$ cat config.mk
export PLATFORM = sky130hd
export DESIGN_NAME = multi_key_record_compare_flat
export DESIGN_NICKNAME = d
export VERILOG_FILES = /design/src/sv/mkrc_pkg.sv /design/src/sv/mkrc_item_if.sv /design/src/sv/mkrc_result_if.sv /design/src/sv/mkrc_cfg_if.sv /design/src/sv/multi_key_record_compare.sv /design/src/flat_wrapper.sv
export SDC_FILE = /design/constraint.sdc
export NUM_CORES = 1
export LEC_CHECK = 0
export BUFFER_PORTS_ARGS = -buffer_cell sky130_fd_sc_hd__buf_2
export CAP_MARGIN = 20
export CORE_ASPECT_RATIO = 0.9
export CORE_MARGIN = 8
export CORE_UTILIZATION = 45
export DETAILED_ROUTE_END_ITERATION = 8
export GPL_TIMING_DRIVEN = 0
export PLACE_DENSITY = 0.69
export SYNTH_ARGS = -nofsm -noshare
export SYNTH_HDL_FRONTEND = slang
export SYNTH_SLANG_ARGS = --single-unit
export TNS_END_PERCENT = 50
$ cat constraint.sdc
create_clock -name clk -period 5.4 [get_ports clk]
set_input_delay 0.27 -clock clk [delete_from_list [all_inputs] [get_ports clk]]
set_output_delay 0.27 -clock clk [all_outputs]
set_load 0.05 [all_outputs]
$ cat src/sv/mkrc_pkg.sv
// ----------------------------------------------------------------------------
// mkrc_pkg
// Shared types and constants for the multi-key record comparator.
// ----------------------------------------------------------------------------
package mkrc_pkg;

	localparam int MAX_PARTS = 8;
	localparam int PART_IDX_W = $clog2(MAX_PARTS);
	localparam int PART_CNT_W = 4;

	localparam int BYTE_W = 8;
	localparam int SIZES_W = 64;
	localparam int KINDS_W = 16;
	localparam int DESC_W = 8;
	localparam int CFG_IDX_W = 2;
	localparam int CFG_DATA_W = 64;

	typedef logic [1:0] order_t;
	localparam order_t ORD_LESS = 2'd0;
	localparam order_t ORD_EQUAL = 2'd1;
	localparam order_t ORD_GREATER = 2'd2;

	typedef logic [1:0] kind_t;
	localparam kind_t KIND_SIGNED = 2'd0;
	localparam kind_t KIND_UNSIGNED = 2'd1;
	localparam kind_t KIND_FLOAT = 2'd2;
	localparam kind_t KIND_STRING = 2'd3;

	typedef logic [CFG_IDX_W-1:0] cfg_idx_t;
	localparam cfg_idx_t REG_PART_COUNT = 2'd0;
	localparam cfg_idx_t REG_PART_SIZES = 2'd1;
	localparam cfg_idx_t REG_PART_KINDS = 2'd2;
	localparam cfg_idx_t REG_PART_DESC = 2'd3;

	function automatic order_t cmp_bytes(input logic [BYTE_W-1:0] x,
			input logic [BYTE_W-1:0] y);
		order_t r;
		if (x > y) begin
			r = ORD_GREATER;
		end else if (x < y) begin
			r = ORD_LESS;
		end else begin
			r = ORD_EQUAL;
		end
		return r;
	endfunction

endpackage

$ cat src/sv/mkrc_item_if.sv
// ----------------------------------------------------------------------------
// mkrc_item_if
// Byte pair channel: one byte of each record per request.
// ----------------------------------------------------------------------------
interface mkrc_item_if;
	logic valid;
	logic ready;
	logic [mkrc_pkg::BYTE_W-1:0] byte_a;
	logic [mkrc_pkg::BYTE_W-1:0] byte_b;
	logic last_byte;

	modport source (output valid, output byte_a, output byte_b, output last_byte,
		input ready);
	modport sink (input valid, input byte_a, input byte_b, input last_byte,
		output ready);
endinterface

$ cat src/sv/mkrc_result_if.sv
// ----------------------------------------------------------------------------
// mkrc_result_if
// Result channel: one order code per record pair.
// ----------------------------------------------------------------------------
interface mkrc_result_if;
	logic valid;
	logic ready;
	mkrc_pkg::order_t order;

	modport source (output valid, output order, input ready);
	modport sink (input valid, input order, output ready);
endinterface

$ cat src/sv/mkrc_cfg_if.sv
// ----------------------------------------------------------------------------
// mkrc_cfg_if
// Configuration write channel: register index and write data.
// ----------------------------------------------------------------------------
interface mkrc_cfg_if;
	logic valid;
	logic ready;
	mkrc_pkg::cfg_idx_t index;
	logic [mkrc_pkg::CFG_DATA_W-1:0] data;

	modport source (output valid, output index, output data, input ready);
	modport sink (input valid, input index, input data, output ready);
endinterface

$ cat src/sv/multi_key_record_compare.sv
// ----------------------------------------------------------------------------
// multi_key_record_compare
// Lexicographic comparator of two packed records split into key parts.
// ----------------------------------------------------------------------------
// Usage:
//   cfg    : register writes (part count, sizes, kinds, descending mask),
//            always ready; write only while no record pair is in flight.
//   item   : one byte pair per request, in record order; last_byte marks
//            the final pair of a record.
//   result : one order code (less, equal, greater) per record pair, sent
//            for the request that carries last_byte.
// Each byte pair updates the running comparison state in one step, and a
// new pair is taken every cycle unless a result is stalled. The order
// appears on the result channel in the cycle after the last pair is taken.
// The single output register lets a pair be taken while a result waits,
// as long as the receiver takes it in the same cycle; while a result is
// stalled, item ready stays low.
// Reset clears the configuration registers to zero parts (every comparison equal) and
// the running state to its start values; the block is ready at once.
// ----------------------------------------------------------------------------
module multi_key_record_compare (
	input logic clk,
	input logic arst_n,
	mkrc_cfg_if.sink cfg,
	mkrc_item_if.sink item,
	mkrc_result_if.source result
);
	import mkrc_pkg::*;

	logic [PART_CNT_W-1:0] part_count_q;
	logic [SIZES_W-1:0] part_sizes_q;
	logic [KINDS_W-1:0] part_kinds_q;
	logic [DESC_W-1:0] part_desc_q;

	logic [PART_CNT_W-1:0] part_index_q;
	logic [BYTE_W-1:0] byte_in_part_q;
	order_t part_order_q;
	logic string_ended_q;
	order_t decided_order_q;
	logic decided_q;

	logic out_valid_q;
	order_t order_q;

	logic accept;
	logic [PART_CNT_W-1:0] cnt;
	logic found;
	logic [PART_IDX_W-1:0] p;
	logic [BYTE_W-1:0] sz;
	kind_t kind;
	logic [BYTE_W-1:0] bip_inc;
	logic complete;
	logic [BYTE_W-1:0] ca;
	logic [BYTE_W-1:0] cb;
	logic size_ok;
	logic [PART_CNT_W-1:0] part_index_n;
	logic [BYTE_W-1:0] byte_in_part_n;
	order_t part_order_n;
	logic string_ended_n;
	order_t decided_order_n;
	logic decided_n;
	order_t final_order;

	assign cfg.ready = 1'b1;
	assign item.ready = !out_valid_q || result.ready;
	assign accept = item.valid && item.ready;
	assign result.valid = out_valid_q;
	assign result.order = order_q;

	// first nonempty part at or after the current index
	always_comb begin
		cnt = (part_count_q > PART_CNT_W'(MAX_PARTS)) ? PART_CNT_W'(MAX_PARTS)
			: part_count_q;
		found = 1'b0;
		p = '0;
		for (int k = MAX_PARTS - 1; k >= 0; k--) begin
			if ((PART_CNT_W'(k) >= part_index_q) && (PART_CNT_W'(k) < cnt)
					&& (part_sizes_q[k*BYTE_W +: BYTE_W] != '0)) begin
				found = 1'b1;
				p = PART_IDX_W'(k);
			end
		end
	end

	always_comb begin
		sz = part_sizes_q[p*BYTE_W +: BYTE_W];
		kind = kind_t'(part_kinds_q[p*2 +: 2]);
		bip_inc = byte_in_part_q + BYTE_W'(1);
		complete = found && (bip_inc == sz);
		size_ok = (sz == BYTE_W'(1)) || (sz == BYTE_W'(2)) || (sz == BYTE_W'(4))
			|| (sz == BYTE_W'(8));
		ca = item.byte_a;
		cb = item.byte_b;
		if ((kind == KIND_SIGNED) && complete) begin
			ca = item.byte_a ^ 8'h80;
			cb = item.byte_b ^ 8'h80;
		end

		part_index_n = part_index_q;
		byte_in_part_n = byte_in_part_q;
		part_order_n = part_order_q;
		string_ended_n = string_ended_q;
		decided_order_n = decided_order_q;
		decided_n = decided_q;

		if (found) begin
			part_index_n = {1'b0, p};
			unique case (kind)
				KIND_STRING: begin
					if (!string_ended_q && (part_order_q == ORD_EQUAL)) begin
						if (item.byte_a != item.byte_b) begin
							part_order_n = cmp_bytes(item.byte_a, item.byte_b);
						end else if (item.byte_a == '0) begin
							string_ended_n = 1'b1;
						end
					end
				end
				KIND_SIGNED, KIND_UNSIGNED: begin
					if (ca != cb) begin
						part_order_n = cmp_bytes(ca, cb);
					end
				end
				KIND_FLOAT: begin
				end
				default: begin
				end
			endcase
			byte_in_part_n = bip_inc;
			if (complete) begin
				if (((kind == KIND_STRING) || ((kind != KIND_FLOAT) && size_ok))
						&& !decided_q && (part_order_n != ORD_EQUAL)) begin
					decided_n = 1'b1;
					decided_order_n = part_desc_q[p]
						? order_t'(ORD_GREATER - part_order_n) : part_order_n;
				end
				part_index_n = PART_CNT_W'(p) + PART_CNT_W'(1);
				byte_in_part_n = '0;
				part_order_n = ORD_EQUAL;
				string_ended_n = 1'b0;
			end
		end

		final_order = decided_n ? decided_order_n : ORD_EQUAL;
	end

	always_ff @(posedge clk or negedge arst_n) begin
		if (!arst_n) begin
			part_count_q <= '0;
			part_sizes_q <= '0;
			part_kinds_q <= '0;
			part_desc_q <= '0;
		end else if (cfg.valid) begin
			unique case (cfg.index)
				REG_PART_COUNT: part_count_q <= cfg.data[PART_CNT_W-1:0];
				REG_PART_SIZES: part_sizes_q <= cfg.data[SIZES_W-1:0];
				REG_PART_KINDS: part_kinds_q <= cfg.data[KINDS_W-1:0];
				REG_PART_DESC: part_desc_q <= cfg.data[DESC_W-1:0];
				default: begin
				end
			endcase
		end
	end

	always_ff @(posedge clk or negedge arst_n) begin
		if (!arst_n) begin
			part_index_q <= '0;
			byte_in_part_q <= '0;
			part_order_q <= ORD_EQUAL;
			string_ended_q <= 1'b0;
			decided_order_q <= ORD_EQUAL;
			decided_q <= 1'b0;
		end else if (accept) begin
			if (item.last_byte) begin
				part_index_q <= '0;
				byte_in_part_q <= '0;
				part_order_q <= ORD_EQUAL;
				string_ended_q <= 1'b0;
				decided_order_q <= ORD_EQUAL;
				decided_q <= 1'b0;
			end else begin
				part_index_q <= part_index_n;
				byte_in_part_q <= byte_in_part_n;
				part_order_q <= part_order_n;
				string_ended_q <= string_ended_n;
				decided_order_q <= decided_order_n;
				decided_q <= decided_n;
			end
		end
	end

	// result register
	always_ff @(posedge clk or negedge arst_n) begin
		if (!arst_n) begin
			out_valid_q <= 1'b0;
		end else if (accept && item.last_byte) begin
			out_valid_q <= 1'b1;
		end else if (result.ready) begin
			out_valid_q <= 1'b0;
		end
	end

	always_ff @(posedge clk) begin
		if (accept && item.last_byte) begin
			order_q <= final_order;
		end
	end

endmodule
$ cat src/flat_wrapper.sv
// flat-port wrapper written by rule: the top's interface ports become plain ports
module multi_key_record_compare_flat import mkrc_pkg::*;
  (clk, arst_n, cfg_valid, cfg_index, cfg_data, cfg_ready, item_valid, item_byte_a, item_byte_b, item_last_byte, item_ready, result_valid, result_order, result_ready);
  mkrc_cfg_if cfg_i ();
  mkrc_item_if item_i ();
  mkrc_result_if result_i ();
  input logic clk;
  input logic arst_n;
  input wire logic [$bits(cfg_i.valid)-1:0] cfg_valid;
  input wire logic [$bits(cfg_i.index)-1:0] cfg_index;
  input wire logic [$bits(cfg_i.data)-1:0] cfg_data;
  output wire logic [$bits(cfg_i.ready)-1:0] cfg_ready;
  input wire logic [$bits(item_i.valid)-1:0] item_valid;
  input wire logic [$bits(item_i.byte_a)-1:0] item_byte_a;
  input wire logic [$bits(item_i.byte_b)-1:0] item_byte_b;
  input wire logic [$bits(item_i.last_byte)-1:0] item_last_byte;
  output wire logic [$bits(item_i.ready)-1:0] item_ready;
  output wire logic [$bits(result_i.valid)-1:0] result_valid;
  output wire logic [$bits(result_i.order)-1:0] result_order;
  input wire logic [$bits(result_i.ready)-1:0] result_ready;
  assign cfg_i.valid = cfg_valid;
  assign cfg_i.index = cfg_index;
  assign cfg_i.data = cfg_data;
  assign cfg_ready = cfg_i.ready;
  assign item_i.valid = item_valid;
  assign item_i.byte_a = item_byte_a;
  assign item_i.byte_b = item_byte_b;
  assign item_i.last_byte = item_last_byte;
  assign item_ready = item_i.ready;
  assign result_valid = result_i.valid;
  assign result_order = result_i.order;
  assign result_i.ready = result_ready;
  multi_key_record_compare u_core (.clk(clk), .arst_n(arst_n), .cfg(cfg_i), .item(item_i), .result(result_i));
endmodule
---- Word-level counts from Yosys, hierarchy flattened ----
Index checks and enable logic that the tools add are counted.
word-level totals
  output and inout port bits .............. 5
  register bits ........................... 113
  bits of input ports ..................... 88
  logic and storage cells ................. 169
operators by class
  add/sub/neg operators ................... 3
  order comparisons ....................... 22
  multiplexer cells ....................... 57
  equal/unequal tests ..................... 16
  shifts and indexed selects .............. 2
  bitwise gates (word level) .............. 2
  reduce and logical (&&, ||, !) cells .... 55
operator list
  kind                                                              number
  nonzero test 8 bit                                                8
  variable part select 64 x 7 -> 8 bit                              1
  two-way mux 8 bit                                                 5
  two-way mux 2 bit                                                 14
  logical AND 1 bit                                                 24
  two-way mux 1 bit                                                 24
  two-way mux 3 bit                                                 8
  greater-or-equal comparator 3 x 4 -> 1 bit, first input constant  4
  greater-than comparator 8 bit                                     2
  less-than comparator 3 x 4 -> 1 bit, first input constant         4
  less-than comparator 8 bit                                        2
  two-way mux 4 bit                                                 4
  inequality test 8 bit                                             2
  variable part select 16 x 5 -> 2 bit                              1
  AND reduction 2 bit                                               5
  nonzero test 3 bit                                                3
  adder 8 x 1 -> 8 bit, second input constant                       1
  equality test 8 x 1 -> 1 bit, second input constant               1
  equality test 8 x 2 -> 1 bit, second input constant               1
  equality test 8 x 3 -> 1 bit, second input constant               1
  equality test 8 x 4 -> 1 bit, second input constant               1
  equality test 8 bit                                               1
  greater-or-equal comparator 1 x 4 -> 1 bit, first input constant  2
  greater-or-equal comparator 2 x 4 -> 1 bit, first input constant  2
  other kinds (21)                                                  36

---- Depth between registers and ports, before layout ----
Gate-level depths: netlist of run 1.
  depth after elaboration ................. 30
  mapped depth ............................ 17

---- Worst setup path before layout of run 1 ----
Ideal clock, no wire load.
  kind .................................... register to register
  start point ............................. register u_core.part_sizes_q[16]
  end point ............................... register u_core.order_q[1] (netlist: u_core.result.order[1]) (data pin)
  period minus slack after synthesis ...... 4486 ps
  arrival ................................. 4232 ps
  stages on the path, launching flop included .. 16
  path slack .............................. 914 ps
  library setup time ...................... 254 ps
  path through ............................ dfrtp_1 > or4_1 > or3_4 > a21bo_2 > a211oi_4 > buf_4 > clkbuf_1 > mux2i_1 > mux2i_1 > mux2_2 > o41a_1 > o21ai_0 > ha_1 > nor4b_4 > a32o_1 > a21o_1
on the way
  cells in the longest elaborated chain, start to end .. 21
  elaborated cells between the ends (all ways) .. 50
ends and longest elaborated chain
  what                                                                       line                                                              source
  start: declaration                                                         multi_key_record_compare.sv:31                                    logic [SIZES_W-1:0] part_sizes_q;
  start signal: assignment                                                   multi_key_record_compare.sv:155                                   REG_PART_SIZES: part_sizes_q <= cfg.data[SIZES_W-1:0];
  nonzero test 8 bit                                                         multi_key_record_compare.sv:78                                    && (part_sizes_q[k*BYTE_W +: BYTE_W] != '0)) begin
  logical AND 1 bit                                                          multi_key_record_compare.sv:78
  two-way mux 3 bit (3 in a row)                                             multi_key_record_compare.sv:77                                    if ((PART_CNT_W'(k) >= part_index_q) && (PART_CNT_W'(k) < cnt)
  variable part select 64 x 7 -> 8 bit                                       multi_key_record_compare.sv:86                                    sz = part_sizes_q[p*BYTE_W +: BYTE_W];
  equality test 8 bit                                                        multi_key_record_compare.sv:89                                    complete = found && (bip_inc == sz);
  logical AND 1 bit                                                          multi_key_record_compare.sv:89
  logical AND 1 bit                                                          multi_key_record_compare.sv:94                                    if ((kind == KIND_SIGNED) && complete) begin
  two-way mux 8 bit                                                          multi_key_record_compare.sv:94
  (+3 left out)                                                              --
  two-way mux 2 bit                                                          multi_key_record_compare.sv:119                                   if (ca != cb) begin
  case mux 2 bit (2 select lines)                                            multi_key_record_compare.sv:108                                   unique case (kind)
  two-way mux 2 bit                                                          multi_key_record_compare.sv:106                                   if (found) begin
  subtractor 2 bit / inequality test 2 x 1 -> 1 bit (equally long branches)  multi_key_record_compare.sv:134, multi_key_record_compare.sv:131
  two-way mux 2 bit / logical AND 1 bit (equally long branches)              multi_key_record_compare.sv:134, multi_key_record_compare.sv:131
  two-way mux 2 bit / two-way mux 1 bit (equally long branches)              multi_key_record_compare.sv:130                                   if (((kind == KIND_STRING) || ((kind != KIND_FLOAT) && size_ok))
  two-way mux 2 bit / two-way mux 1 bit (equally long branches)              multi_key_record_compare.sv:129                                   if (complete) begin
  two-way mux 2 bit / two-way mux 1 bit (equally long branches)              multi_key_record_compare.sv:106
  end signal: assignment                                                     multi_key_record_compare.sv:204                                   order_q <= final_order;
  end: declaration                                                           multi_key_record_compare.sv:43                                    order_t order_q;
Parallel ways exist; a longest one is shown, timed or not. The select of a mux whose other input is x is not followed.
A chain may end at the register's enable or synchronous reset.

---- Worst setup path after layout of run 1 ----
  start point ............................. register u_core.part_sizes_q[44]
  end point ............................... register u_core.order_q[1] (netlist: u_core.result.order[1]) (data pin)
on the way
  cells in the longest elaborated chain, start to end .. 24
  elaborated cells between the ends (all ways) .. 56
ends and longest elaborated chain
  what                                                                       line
  nonzero test 8 bit                                                         multi_key_record_compare.sv:78
  logical AND 1 bit                                                          multi_key_record_compare.sv:78
  two-way mux 3 bit (6 in a row)                                             multi_key_record_compare.sv:77
  variable part select 64 x 7 -> 8 bit                                       multi_key_record_compare.sv:86
  equality test 8 bit                                                        multi_key_record_compare.sv:89
  logical AND 1 bit                                                          multi_key_record_compare.sv:89
  logical AND 1 bit                                                          multi_key_record_compare.sv:94
  two-way mux 8 bit                                                          multi_key_record_compare.sv:94
  (+3 left out)                                                              --
  two-way mux 2 bit                                                          multi_key_record_compare.sv:119
  case mux 2 bit (2 select lines)                                            multi_key_record_compare.sv:108
  two-way mux 2 bit                                                          multi_key_record_compare.sv:106
  subtractor 2 bit / inequality test 2 x 1 -> 1 bit (equally long branches)  multi_key_record_compare.sv:134, multi_key_record_compare.sv:131
  two-way mux 2 bit / logical AND 1 bit (equally long branches)              multi_key_record_compare.sv:134, multi_key_record_compare.sv:131
  two-way mux 2 bit / two-way mux 1 bit (equally long branches)              multi_key_record_compare.sv:130
  two-way mux 2 bit / two-way mux 1 bit (equally long branches)              multi_key_record_compare.sv:129
  two-way mux 2 bit / two-way mux 1 bit (equally long branches)              multi_key_record_compare.sv:106
Parallel ways exist; a longest one is shown, timed or not. The select of a mux whose other input is x is not followed.

==> results of run 1 <==
-- final timing paths --
check | from | slack, ns | to
worst max-delay path | u_core.part_sizes_q[44] | 0.39 | u_core.result.order[1]
worst min-delay path | cfg_data[43] | 0.07 | u_core.part_sizes_q[43]
worst max register to register | u_core.part_sizes_q[44] | 0.39 | u_core.result.order[1]
worst min register to register | u_core.part_kinds_q[0] | 0.50 | u_core.part_kinds_q[0]
max in group asynchronous | arst_n | 4.29 | u_core.part_sizes_q[25]
min in group asynchronous | arst_n | 0.39 | u_core.part_kinds_q[2]
-- stage by stage --
stage / worst slack [ns] / power [mW]
finish: 0.389 / 3.00
global route: 0.0345 / 3.16
CTS: 0.127 / 3.00
detailed placement: 0.138 / 1.95
global placement: 0.164 / 1.92
floorplan: 0.914 / 1.68
-- layout by cell type, fill, tap and decap left out, types with 3 or more instances in the layout --
master	n
clkinvlp_4	4
dfrtp_1	109
a32oi_1	6
xor2_1	5
nor3_1	13
clkbuf_1	12
nand4_1	5
a21oi_1	13
ha_1	11
o21a_1	9
and3_1	5
nor2_1	19
clkinv_2	6
mux4_2	5
clkbuf_16	17
nand3_1	16
o211ai_1	4
buf_2	91
nand4b_1	3
xnor2_1	11
mux2_2	92
mux2i_1	25
a21o_1	5
and2_1	3
nand2_1	67
buf_4	5
a32o_1	3
nor2b_1	5
o21ai_1	4
a211o_1	4
nor4_1	15
o21ai_0	16
inv_1	14
-- report_power, final --
part	switching (mW)	leakage (nW)	internal [mW]	total, mW
Sequential	0.146	1.36	1.00	1.15
Combinational	0.440	1.67	0.367	0.806
Clock	0.407	0.268	0.639	1.05
-- critical path, stage by stage, from the launching register on --
cell and delay, ns:
dfrtp_1 0.42, nor4_1 0.39, a211o_1 0.24, a21bo_2 0.24
o21ai_1 0.23, nand2_2 0.18, inv_2 0.17, buf_2 0.31
mux4_2 0.53, mux2i_1 0.24, xnor2_1 0.18, nand4b_1 0.16
o41a_1 0.43, o21ai_1 0.27, ha_1 0.25, nor4b_4 0.08
a32o_1 0.26, a21o_1 0.16
-- cell families (layout without fill, tap and decap cells) --
| logic type | count (synthesis) | count (layout) | share of synthesized area [%] |
|---|---|---|---|
| fa+ha+maj | 11 | 11 | 2.20 |
| mux | 123 | 123 | 22.8 |
| other cells | 1 | 1 | 0.0601 |
| simple gates | 170 | 170 | 13.9 |
| xor+xnor | 16 | 16 | 2.24 |
| flops | 113 | 113 | 45.5 |
| buf+inv | 34 | 161 | 2.42 |
| compound gates | 90 | 90 | 10.9 |
-- layout make-up --
cell class | count | area, um^2 | area share (%)
Multi-Input combinational cell | 411 | 3270 | 43.3
Sequential cell | 113 | 2840 | 37.7
Clock inverter | 14 | 116 | 1.54
Inverter | 16 | 60.1 | 0.796
Clock buffer | 18 | 439 | 5.82
Buffer | 18 | 92.6 | 1.23
Timing Repair Buffer | 95 | 510 | 6.77
Tap cell | 172 | 215 | 2.85
-- timing repair --
item / CTS / global route
gates resized for setup: 0 / 7
hold endpoints to repair: 40 / 0
setup endpoints to repair: 0 / 5
buffers inserted: 0 / 2
hold buffers: 1 / 0
-- layer usage --
layer | vias to the layer above | share of wire [%]
met5 | - | 0
met4 | 0 | 1.5
met3 | 25 | 5.9
met2 | 152 | 48
met1 | 2435 | 44
li1 | 2302 | -
-- sequential cells by signal, indices dropped and copies added, names as in the netlist --
name / count
u_core.byte_in_part_q: 8
u_core.decided_q: 1
u_core.part_sizes_q: 64
u_core.part_index_q: 4
u_core.part_desc_q: 8
u_core.decided_order_q: 2
u_core.part_order_q: 2
u_core.part_count_q: 4
u_core.string_ended_q: 1
u_core.result.order: 2
u_core.result.valid: 1
u_core.part_kinds_q: 16
==> results.txt, run 1 <==
Post-layout min period = 5.01 ns
Fill count = 1173
Post-DRT Antenna Nets = 0
GR Util met2 = 31.6%
Post-synth top cells = dfrtp_1 (109), mux2_2 (92), nand2_1 (67), mux2i_1 (25), nor2_1 (19)
CTS Root Cell = clkbuf_16
Pwr dens = 398 mW/mm^2
Synth Cell Area = 0.00624 mm^2
WP data arrival = 5.19 ns
Critical path class = reg -> reg
Max Clk Rate = 200 MHz
EDFF count, synth = 2
Via count = 4914
Final std cells w/o fill = 857
Layout Utilization = 54.7%
DIE HEIGHT = 128 um
CP startpoint kind = flop
GRT Max-Usage Layer = met2
Clock transition at path regs = 0.06 ns
Leakage power = 3.29 nW
Worst slew pin tran = 0.682 ns
Cts bufs inserted = 17
Synth Register Bits = 113
CTS tree = built
Area contributors post-synth = dfrtp_1 (44%), mux2_2 (17%), nand2_1 (4.0%)
Top_reg_cell synth = dfrtp_1
DP HPWL = 13000 um
Hold Path Class = in -> reg
Status = complete, no violations
Worst vdd ir = 0.267 mV
WHS Path Cells = 2
I/O pins = 93
Setup_tns = 0 ns
Met3 Usage GRT = 6.25%
Area grow syn2layout = 20.8%
Synth top area share = 43.7%
Synth area leader = dfrtp_1
Number of global-route vias before repair = 5113
Initial Util = 45.2%
Post-route design area = 0.00754 mm^2
Initial antenna violation count = 0
Final Slew Violations = 0
First-pass iteration count of the detailed router = 5
First-pass GRT wire length = 27200 um
Max clock buf depth = 2
Largest net degree at the start of global routing = 70
Layout Skew = 0.00393 ns
Die area = 0.0179 mm^2
Nets = 771
Count leader, synth = dfrtp_1
H-tree Lvls = 4
CP max FO = 10
Global route overflow = 0
Max-slew headroom = 54.2%
Crit. End Element = flop
Req. time, crit path = 5.57 ns
Maxcap violations = 0
Clock Latency Late Sink = 0.42 ns
DR vias/cell = 5.73
ANT cells = 0
Path depth of the worst reg2reg path = 17
Post-Syn Instances = 558
Die Wd = 140 um
Fraction of registers with async set/reset = 98.2%
Avg Inst Size Synth = 11.2 um^2
Clock Sinks = 113
Yosys cell types = 68
Hold Worst Slack = 0.0744 ns
Period utilization = 92.8%
Met1 global-route usage = 23.7%
Layout cells sized above 1 = 36.9%
Setup violations, final = 0
CORE AREA = 0.0138 mm^2
Starting DRT DRC Count = 369
Num rows = 41
Syn nets = 657
# DRC = 0
RSZ-0062 raised after global routing = no
DR WL/cell = 19.8 um
Placed cell area = 0.00694 mm^2
Fin. Hold Viols = 0
Cell count after placement = 822
GP Congestion = 0.882
Final WL = 17000 um
Sequential area share after synthesis = 45.5%
Yosys warnings = 0
PortBufs = 91
Total global routing track utilization = 19.4%
Power figures use the tool's default switching activity.
==> run 2, diff against run 1 <==
--- a/config.mk
+++ b/config.mk
@@ -8,11 +8,10 @@
 export BUFFER_PORTS_ARGS = -buffer_cell sky130_fd_sc_hd__buf_2
 export CAP_MARGIN = 20
 export CORE_ASPECT_RATIO = 0.9
-export CORE_MARGIN = 8
 export CORE_UTILIZATION = 45
 export DETAILED_ROUTE_END_ITERATION = 8
 export GPL_TIMING_DRIVEN = 0
-export PLACE_DENSITY = 0.69
+export PLACE_DENSITY = 0.65
 export SYNTH_ARGS = -nofsm -noshare
 export SYNTH_HDL_FRONTEND = slang
 export SYNTH_SLANG_ARGS = --single-unit
==> results.txt, run 2 (synthesized netlist as in run 1, its figures left out) <==
Setup violations, final = 0
Via count = 4896
Max clock buf depth = 2
CORE AREA = 0.0135 mm^2
Nets = 771
Starting DRT DRC Count = 375
Global route overflow = 0
Worst slew pin tran = 0.733 ns
Final Slew Violations = 0
Clock transition at path regs = 0.05 ns
DR vias/cell = 5.76
Cts bufs inserted = 17
Pwr dens = 418 mW/mm^2
Maxcap violations = 0
Critical path class = reg -> reg
Largest register by flop count = u_core.part_sizes_q
Total power = 3.18 mW
CTS Root Cell = clkbuf_16
DP HPWL = 12700 um
Number of global-route vias before repair = 4904
CTS tree = built
CP max FO = 10
H-tree Lvls = 4
Met3 Usage GRT = 5.49%
Layout Skew = 0.00766 ns
GRT Max-Usage Layer = met2
DIE HEIGHT = 114 um
First-pass GRT wire length = 26500 um
Die Wd = 126 um
First-pass iteration count of the detailed router = 5
# DRC = 0
Total global routing track utilization = 24.5%
CP startpoint kind = flop
Fin. Hold Viols = 0
DR WL/cell = 19.4 um
Layout Utilization = 56.6%
Largest net degree at the start of global routing = 64
PortBufs = 91
PnR worst setup slack = 0.204 ns
Initial Util = 46.4%
Cell count after placement = 818
Met1 global-route usage = 32.9%
Initial antenna violation count = 0
GR Util met2 = 38.9%
RSZ-0062 raised after global routing = no
Area grow syn2layout = 22.0%
Worst vdd ir = 0.270 mV
Post-route design area = 0.00762 mm^2
Max-slew headroom = 51.1%
Clock Latency Late Sink = 0.41 ns
Num rows = 40
WP data arrival = 5.36 ns
Pre-CTS setup slack = 0.105 ns
ANT cells = 0
Most common cell after layout, fill and taps aside = dfrtp_1
Clock Sinks = 113
Max Clk Rate = 192 MHz
Fill count = 1117
Setup_tns = 0 ns
I/O pins = 93
Period utilization = 96.2%
Final WL = 16500 um
Max reg flops = 64
Largest regs = u_core.part_sizes_q: 64 flops, u_core.part_kinds_q: 16 flops
Req. time, crit path = 5.56 ns
Die area = 0.0144 mm^2
Final std cells w/o fill = 850
Layout cells sized above 1 = 36.5%
Placed cell area = 0.00694 mm^2
Post-layout min period = 5.20 ns
Hold Worst Slack = 0.0846 ns
Leakage power = 3.34 nW
Commonest cells after routing, fill and taps aside = dfrtp_1 (109), mux2_2 (92), buf_2 (91), nand2_1 (67), mux2i_1 (25)
Post-DRT Antenna Nets = 0
Crit. End Element = flop
Status = complete, no violations
Hold Path Class = in -> reg
GP Congestion = 0.933
-- run 2: worst max-delay path: stages (launching register included) --
cell	delay, ns
dfrtp_1	0.41
nor4_1	0.49
a211o_1	0.23
a21bo_2	0.24
o21ai_1	0.22
nand2_2	0.19
inv_2	0.17
buf_2	0.33
mux4_2	0.54
mux2i_1	0.26
xnor2_1	0.18
nand4b_1	0.20
o41a_1	0.44
o21ai_1	0.27
ha_1	0.25
nor4b_4	0.08
a32o_1	0.27
a21o_1	0.15
-- run 2: area by class of cell --
type                    count  area, um^2  share of cell area, %
well taps                 168         210                   2.76
multi-input cells         411        3260                   42.9
repair buffers             95         510                   6.70
flip-flops and latches    113        2840                   37.3
clock buffers              19         453                   5.95
clock inverters            10         185                   2.43
plain buffers              18        92.6                   1.22
inverters                  16        60.1                  0.789
-- run 2: final timing paths --
path | startpoint | end | slack, ns | cells past startpoint
setup / recovery | u_core.part_sizes_q[41] | u_core.result.order[1] | 0.20 | 17
hold / removal | cfg_data[30] | u_core.part_sizes_q[30] | 0.08 | 2
setup reg to reg | u_core.part_sizes_q[41] | u_core.result.order[1] | 0.20 | 17
hold reg to reg | u_core.byte_in_part_q[7] | u_core.byte_in_part_q[7] | 0.50 | 2
max in group asynchronous | arst_n | u_core.part_sizes_q[50] | 4.24 | 3
min in group asynchronous | arst_n | u_core.part_desc_q[0] | 0.43 | 2
-- run 2: timing repair --
action                     CTS  global route
setup endpoints to repair    0             5
resized for setup            0             6
hold endpoints to repair    46             0
setup buffers                0             2
hold buffers                 1             0
-- run 2: metal layers --
layer	part of all wire (%)	wire length [um]	vias up
met5	0	0	-
met4	2.5	420	0
met3	5.2	861	28
met2	45	7490	161
met1	47	7720	2419
li1	-	-	2288
-- run 2: power breakdown --
part / internal (mW) / leakage, nW / switching, mW
Combinational: 0.366 / 1.67 / 0.440
Sequential: 1.00 / 1.36 / 0.149
Clock: 0.834 / 0.311 / 0.391
==> run 3, diff against run 2 <==
--- a/config.mk
+++ b/config.mk
@@ -9,6 +9,7 @@
 export CAP_MARGIN = 20
 export CORE_ASPECT_RATIO = 0.9
 export CORE_UTILIZATION = 45
+export CTS_BUF_LIST = sky130_fd_sc_hd__clkbuf_2
 export DETAILED_ROUTE_END_ITERATION = 8
 export GPL_TIMING_DRIVEN = 0
 export PLACE_DENSITY = 0.65
==> results.txt, run 3 (synthesized netlist as in run 1, its figures left out) <==
Crit. End Element = flop
Period utilization = 94.7%
Leakage power = 3.48 nW
Total power = 2.67 mW
Number of global-route vias before repair = 5136
Via count = 5202
Most common cell after layout, fill and taps aside = dfrtp_1
CTS tree = built
Req. time, crit path = 5.87 ns
Critical path class = reg -> reg
Clock Sinks = 113
Largest regs = u_core.part_sizes_q: 64 flops, u_core.part_kinds_q: 16 flops
H-tree Lvls = 4
First-pass iteration count of the detailed router = 5
Fill count = 1079
ANT cells = 0
Initial Util = 46.4%
GP Congestion = 0.933
Final Slew Violations = 0
PortBufs = 91
Clock Latency Late Sink = 0.69 ns
Post-layout min period = 5.11 ns
DR WL/cell = 18.7 um
Critical path cell sequence = nor4_1 > a211oi_1 > a21bo_2 > o21ai_1 > nand2_2 > inv_2 > buf_2 > mux4_2 > mux2i_1 > xnor2_1 > nand4b_1 > o41a_1 > o21ai_1 > ha_1 > nor4b_4 > a32o_1 > a21o_1
Final WL = 17200 um
DP HPWL = 12700 um
Layout Skew = 0.0203 ns
Setup_tns = 0 ns
Worst path slowest cell = mux4_2
Total global routing track utilization = 25.4%
Largest register by flop count = u_core.part_sizes_q
Global route overflow = 0
Post-DRT Antenna Nets = 0
Critical Path Sink = u_core.result.order[1]
Area grow syn2layout = 27.7%
Buf/Inv on CP = 2
Num rows = 40
Largest net degree at the start of global routing = 64
Worst slew pin tran = 0.732 ns
WP data arrival = 5.58 ns
Starting DRT DRC Count = 350
Path depth of the worst reg2reg path = 17
Setup violations, final = 0
Cts bufs inserted = 17
RR Startpoint = u_core.part_sizes_q[33]
Crit path depth = 17
CTS Root Cell = clkbuf_2
Cell mode on critical path = o21ai_1
Fin. Hold Viols = 0
# DRC = 0
CP delay by family, top = compound AO/OA/AOI/OAI gates
Worst vdd ir = 0.189 mV
Die area = 0.0144 mm^2
DR vias/cell = 5.65
CORE AREA = 0.0135 mm^2
Clock transition at path regs = 0.18 ns
CP max FO = 10
Max-slew headroom = 50.8%
Nets = 842
Max clock buf depth = 2
DIE HEIGHT = 114 um
Origin of the worst setup path = u_core.part_sizes_q[33]
RSZ-0062 raised after global routing = no
CP max stage delay = 0.54 ns
CP startpoint kind = flop
Status = complete, no violations
Hold Path Class = in -> reg
RR Endpoint = u_core.result.order[1]
Layout cells sized above 1 = 32.9%
Maxcap violations = 0
Initial antenna violation count = 0
Commonest cells after routing, fill and taps aside = dfrtp_1 (109), mux2_2 (92), buf_2 (91), dlygate4sd3_1 (72), nand2_1 (67)
Worst reg-to-reg setup slack = 0.29 ns
I/O pins = 93
Pwr dens = 334 mW/mm^2
Max Clk Rate = 196 MHz
Die Wd = 126 um
First-pass GRT wire length = 27500 um
Max reg flops = 64
==> run 3: cell types whose count changed in the layout (fill, tap and decap cells not counted) <==
cell           before  now
clkbuf_2            1   18
dlygate4sd3_1       1   72
clkinv_1            0    2
clkbuf_16          17    0
clkbuf_8            2    0
nor4_2              1    2
nor4_1             15   14
==> run 3: per-layer routing <==
metal	GRT usage (%)	part of all wire (%)	wire length, um
met1	33.3	46	7920
met2	41.9	47	8090
met3	5.63	5.2	892
met4	8.51	1.9	336
met5	0	0	0
==> run 3: repair_timing <==
item | CTS | global route
endpoints found under the setup margin | 0 | 5
hold buffers | 72 | 0
gates resized for setup | 0 | 7
setup buffers | 0 | 2
hold endpoints to repair | 146 | 0
==> run 3: final cells by class <==
type | instances | area [um^2] | area share, %
Timing Repair Buffer | 166 | 1220 | 15.3
Inverter | 16 | 60.1 | 0.753
Buffer | 18 | 92.6 | 1.16
Sequential cell | 113 | 2840 | 35.6
Tap cell | 168 | 210 | 2.64
Clock buffer | 17 | 85.1 | 1.07
Clock inverter | 12 | 193 | 2.42
Multi-Input combinational cell | 411 | 3270 | 41.0
==> run 3: tightest hold or removal path, delay by kind of cell <==
family	cells	cell delay [ns]
and+or+nand+nor	3	0.18
buffers and inverters	1	0.09
AOI/OAI and AO/OA	1	0.18
==> run 3: report_power, final <==
part	internal (mW)	switching, mW	total [mW]	leakage (nW)
Clock	0.340	0.330	0.670	0.161
Combinational	0.400	0.446	0.846	1.96
Sequential	0.999	0.151	1.15	1.36
Total	1.74	0.926	2.67	3.48
==> run 3: metrics by stage <==
| stage | std cells | cell area [um^2] | hold WS [ns] | util, % | setup slack, ns |
|---|---|---|---|---|---|
| 6_report | 921 | 7970 | 0.0485 | 59.2 | 0.286 |
| 2_1_floorplan | 558 | 6240 | -0.0256 | - | 0.914 |
| 5_1_grt | 921 | 7970 | 0.0122 | 59.2 | 0.0298 |
| 4_1_cts | 919 | 7940 | 0.00563 | 59.0 | 0.0718 |
| 3_3_place_gp | 817 | 6910 | 0.478 | 51.3 | 0.178 |
| 3_5_place_dp | 818 | 6940 | 0.350 | 51.5 | 0.105 |
==> run 3: worst min-delay path by stage <==
stage                                   startpoint  slack (ns)  cells after the start                       end
after floorplan                             arst_n       -0.03                      0  u_core.byte_in_part_q[0]
after global placement    u_core.byte_in_part_q[7]        0.48                      2  u_core.byte_in_part_q[7]
final                               item_byte_a[2]        0.05                      5     u_core.string_ended_q
after detailed placement                    arst_n        0.35                      1     u_core.part_desc_q[0]
after CTS                             cfg_index[0]       0.006                      3    u_core.part_count_q[2]
after global routing                  cfg_index[0]        0.01                      3    u_core.part_count_q[2]
